--- src/rtl/tfnm_ram.sv ---
// generic simple dual port ram (separate write and read address), one write and one registered read per cycle
// no dependencies
`timescale 1ns / 1ps
`default_nettype none
module tfnm_ram #(
    parameter int Width = 8,
    parameter int Depth = 16
) (
    input  wire                     i_clk,
    input  wire                     i_we,
    input  wire [$clog2(Depth)-1:0] i_waddr,
    input  wire [Width-1:0]         i_wdata,
    input  wire [$clog2(Depth)-1:0] i_raddr,
    output logic [Width-1:0]        o_rdata
);
    logic [Width-1:0] r_mem [Depth];
    always_ff @(posedge i_clk) begin
        if (i_we) begin
            r_mem[i_waddr] <= i_wdata;
        end
        o_rdata <= r_mem[i_raddr];
    end
endmodule
`default_nettype wire

--- config.mk ---
export PLATFORM = sky130hd
export DESIGN_NAME = tfnm_ram
export DESIGN_NICKNAME = d
export VERILOG_FILES = /design/src/rtl/tfnm_ram.sv
export SDC_FILE = /design/constraint.sdc
export NUM_CORES = 1
export LEC_CHECK = 0
export ABC_CLOCK_PERIOD_IN_PS = 3100
export BUFFER_PORTS_ARGS = -buffer_cell sky130_fd_sc_hd__buf_4
export CORE_UTILIZATION = 65
export DETAILED_ROUTE_END_ITERATION = 8
export MAX_ROUTING_LAYER = met4
export PLACE_DENSITY = 0.8
export SLEW_MARGIN = 20
export SYNTH_ARGS = -nofsm -noshare
export SYNTH_HDL_FRONTEND = slang
export SYNTH_SLANG_ARGS = --single-unit
--- constraint.sdc ---
create_clock -name i_clk -period 3.1 [get_ports i_clk]
set_input_delay 0.155 -clock i_clk [delete_from_list [all_inputs] [get_ports i_clk]]
set_output_delay 0.155 -clock i_clk [all_outputs]
set_load 0.005 [all_outputs]
==> impl_metrics.ini <==
[run_status]
status = complete, no violations

[logic_synthesis]
synth_edf_count = 128
syn_inst = 229
syn_nets = 247
post-synth-top-count-cell = edfxtp_1
synthArstFlopShare = 0
synth_compound_area_frac = 0.0233
yosys-top-cells-count = 128 x edfxtp_1, 18 x mux4_2, 16 x a22oi_1
synth_top_family_by_area = multiplexers
yosys.area_share.adder = 0
yosys.area_share.simple = 0.0318
synth_warnings = 0
synth_area_leaders = edfxtp_1 75%, mux4_2 7.9%, mux4_1 7.1%
synth_xor_area_frac = 0
synth_area_per_cell_um2 = 22.5
ys_ff_latch = 136
yosys.area.top_type_share = 0.747
synthMuxAreaShare = 0.150
synth_ff_type = edfxtp_1
yosys.area.top_type = edfxtp_1
synth_cell_types = 19
netlist_area_um2 = 5150
yosysSeqAreaShare = 0.778

[timing]
setup_tns_ns = 0
rsz0062_at_grt = no
slew-limit-headroom = 0.420
worst_slew_pin_slew_ns = 0.866
clock_skew_ns = 0.00782
finalHoldViolations = 0
fmax_ghz = 0.708
setup_violations = 0
fin_crit_ns = 1.41
slew_violations = 0
finalCritPeriodShare = 0.456

[routing]
drc_errors = 0
dr.first_iter.drc_count = 223
drt_pass1_iterations = 5
drt-vias-per-instance = 6.45
wl_um = 10100
ant_nets = 0
vias = 2509
avgRoutedWirePerCell_um = 26.0

[clock_network]
clk_pin_slew_worst_paths_ns = 0.06
cts_hold_buf = 8
cts-root-buf = clkbuf_8
clock_latency_ns = 0.52
cts_buffers = 17
cts_setup_buffers = 0
clk_path_buf_depth = 2
clock-sinks = 136
ctsResizeCount = 0
cts_tree = built
cts_htree_levels = 4

[critical_path]
path_max_fanout = 1
critPathCaptureType = flop
cpMaxStageDelayCell = mux4_1
required_ns = 3.50
crit_chain = mux4_1, a22oi_1, nand2_1
crit_type = flop to flop
cp.arrival_ns = 1.81
cp-start-kind = flop
cpPeakStageDelay_ns = 0.55

[finish]
syn_to_final_growth_pct = 17.6
n_fill_cell = 405
antenna_cells = 0
drive_gt1_frac = 0.272
fin_nets = 292
utilization = 0.788

[power_and_ir_drop]
leakage_nw = 2.04
p_int_mw = 3.33
comb_power_share = 0.048
p_seq_frac = 0.495
clockPowerShare = 0.457
powerDensity_nw_per_um2 = 691
p_sw_mw = 0.852
netSwitchingFraction = 0.204
peakVddDrop_uv = 539

[place]
io_buffers = 25
gp_congestion = 0.768
dp_hpwl_um = 5720

[global_route]
antenna_found_initial = 0
grt_usage = 0.280
grt_max_degree = 33
grt_pass1_wl_um = 15300
grt_pass1_vias = 2440
grt-ovfl-total = 0

[die]
die_h_um = 91.0
die_x_um = 91.0
coreArea_um2 = 7690
rows = 32
io_pins = 26
die_area_um2 = 8280
start_util = 0.670

[worst_hold_path]
min_path_type = primary input to flop

[run]
drv_cap = 0
[per-layer routing]
metal	vias up	part of all wire	global-route usage
met5	-	0	-
met4	0	0.0099	0.0794
met3	6	0.091	0.0745
met2	169	0.51	0.408
met1	1272	0.38	0.405
li1	1062	-	-
[layout make-up]
cell class | instances | area [um^2] | area share
clock inverter | 12 | 126 | 0.0209
tap | 102 | 128 | 0.0211
clock buffer | 20 | 445 | 0.0736
multi-input combinational | 83 | 1060 | 0.175
sequential | 136 | 4000 | 0.661
timing repair buffer | 36 | 290 | 0.0479
[cell usage in the layout (no fill, tap or decap), types with 2 or more instances in the layout]
cell type	Yosys	routed
a22oi_1	16	16
buf_4	1	28
bufinv_16	0	2
clkbuf_16	0	16
clkbuf_8	0	3
clkinv_2	0	3
clkinvlp_4	0	4
dfxtp_1	8	8
dlygate4sd3_1	0	8
edfxtp_1	128	128
mux4_1	14	14
mux4_2	18	18
nand2_1	9	9
nand2b_1	2	2
nand3b_1	2	2
nor2_1	13	13
nor3_1	4	3
[path summary, 6_finish.rpt]
kind / startpoint / endpoint / slack [ns] / cells after the start
setup / recovery: r_mem[1][3] / o_rdata[3] / 1.69 / 3
hold / removal: i_waddr[1] / r_mem[4][2] / 0.07 / 2
setup reg to reg: r_mem[1][3] / o_rdata[3] / 1.69 / 3
hold reg to reg: r_mem[15][3] / o_rdata[3] / 0.67 / 3
[critical path: cells and delay by family, from the launching register on]
kind | cells | cell delay, ns
compound gates | 1 | 0.27
mux | 1 | 0.55
flops | 1 | 0.39
simple gates | 1 | 0.08
[logic make-up after synthesis]
family,after synthesis
and+or+nand+nor,35
DFF,136
buffers and inverters,10
muxes,32
AOI/OAI and AO/OA,16
[power groups by stage]
| stage | Combinational, mW | Clock, mW | Sequential [mW] |
|---|---|---|---|
| after floorplan | 0.104 | 0 | 2.10 |
| after global placement | 0.187 | 0 | 2.10 |
| after detailed placement | 0.191 | 0 | 2.11 |
| after CTS | 0.202 | 1.92 | 2.07 |
| after global routing | 0.217 | 2.01 | 2.07 |
| final | 0.202 | 1.91 | 2.07 |
[sequential cells by signal, indices dropped and copies added (netlist names)]
register / count
o_rdata: 8
r_mem: 128
[through the flow]
step	power, mW	worst slack (ns)	hold slack [ns]	std cells	area, um^2
CTS	4.19	1.68	0.126	389	6050
finish	4.18	1.69	0.0684	389	6060
global route	4.30	1.65	0.0553	389	6060
global placement	2.29	1.28	0.463	349	5400
detailed placement	2.30	1.28	0.481	349	5400
floorplan	2.21	1.45	0.254	229	5150
(Power assumes the default switching activity.)
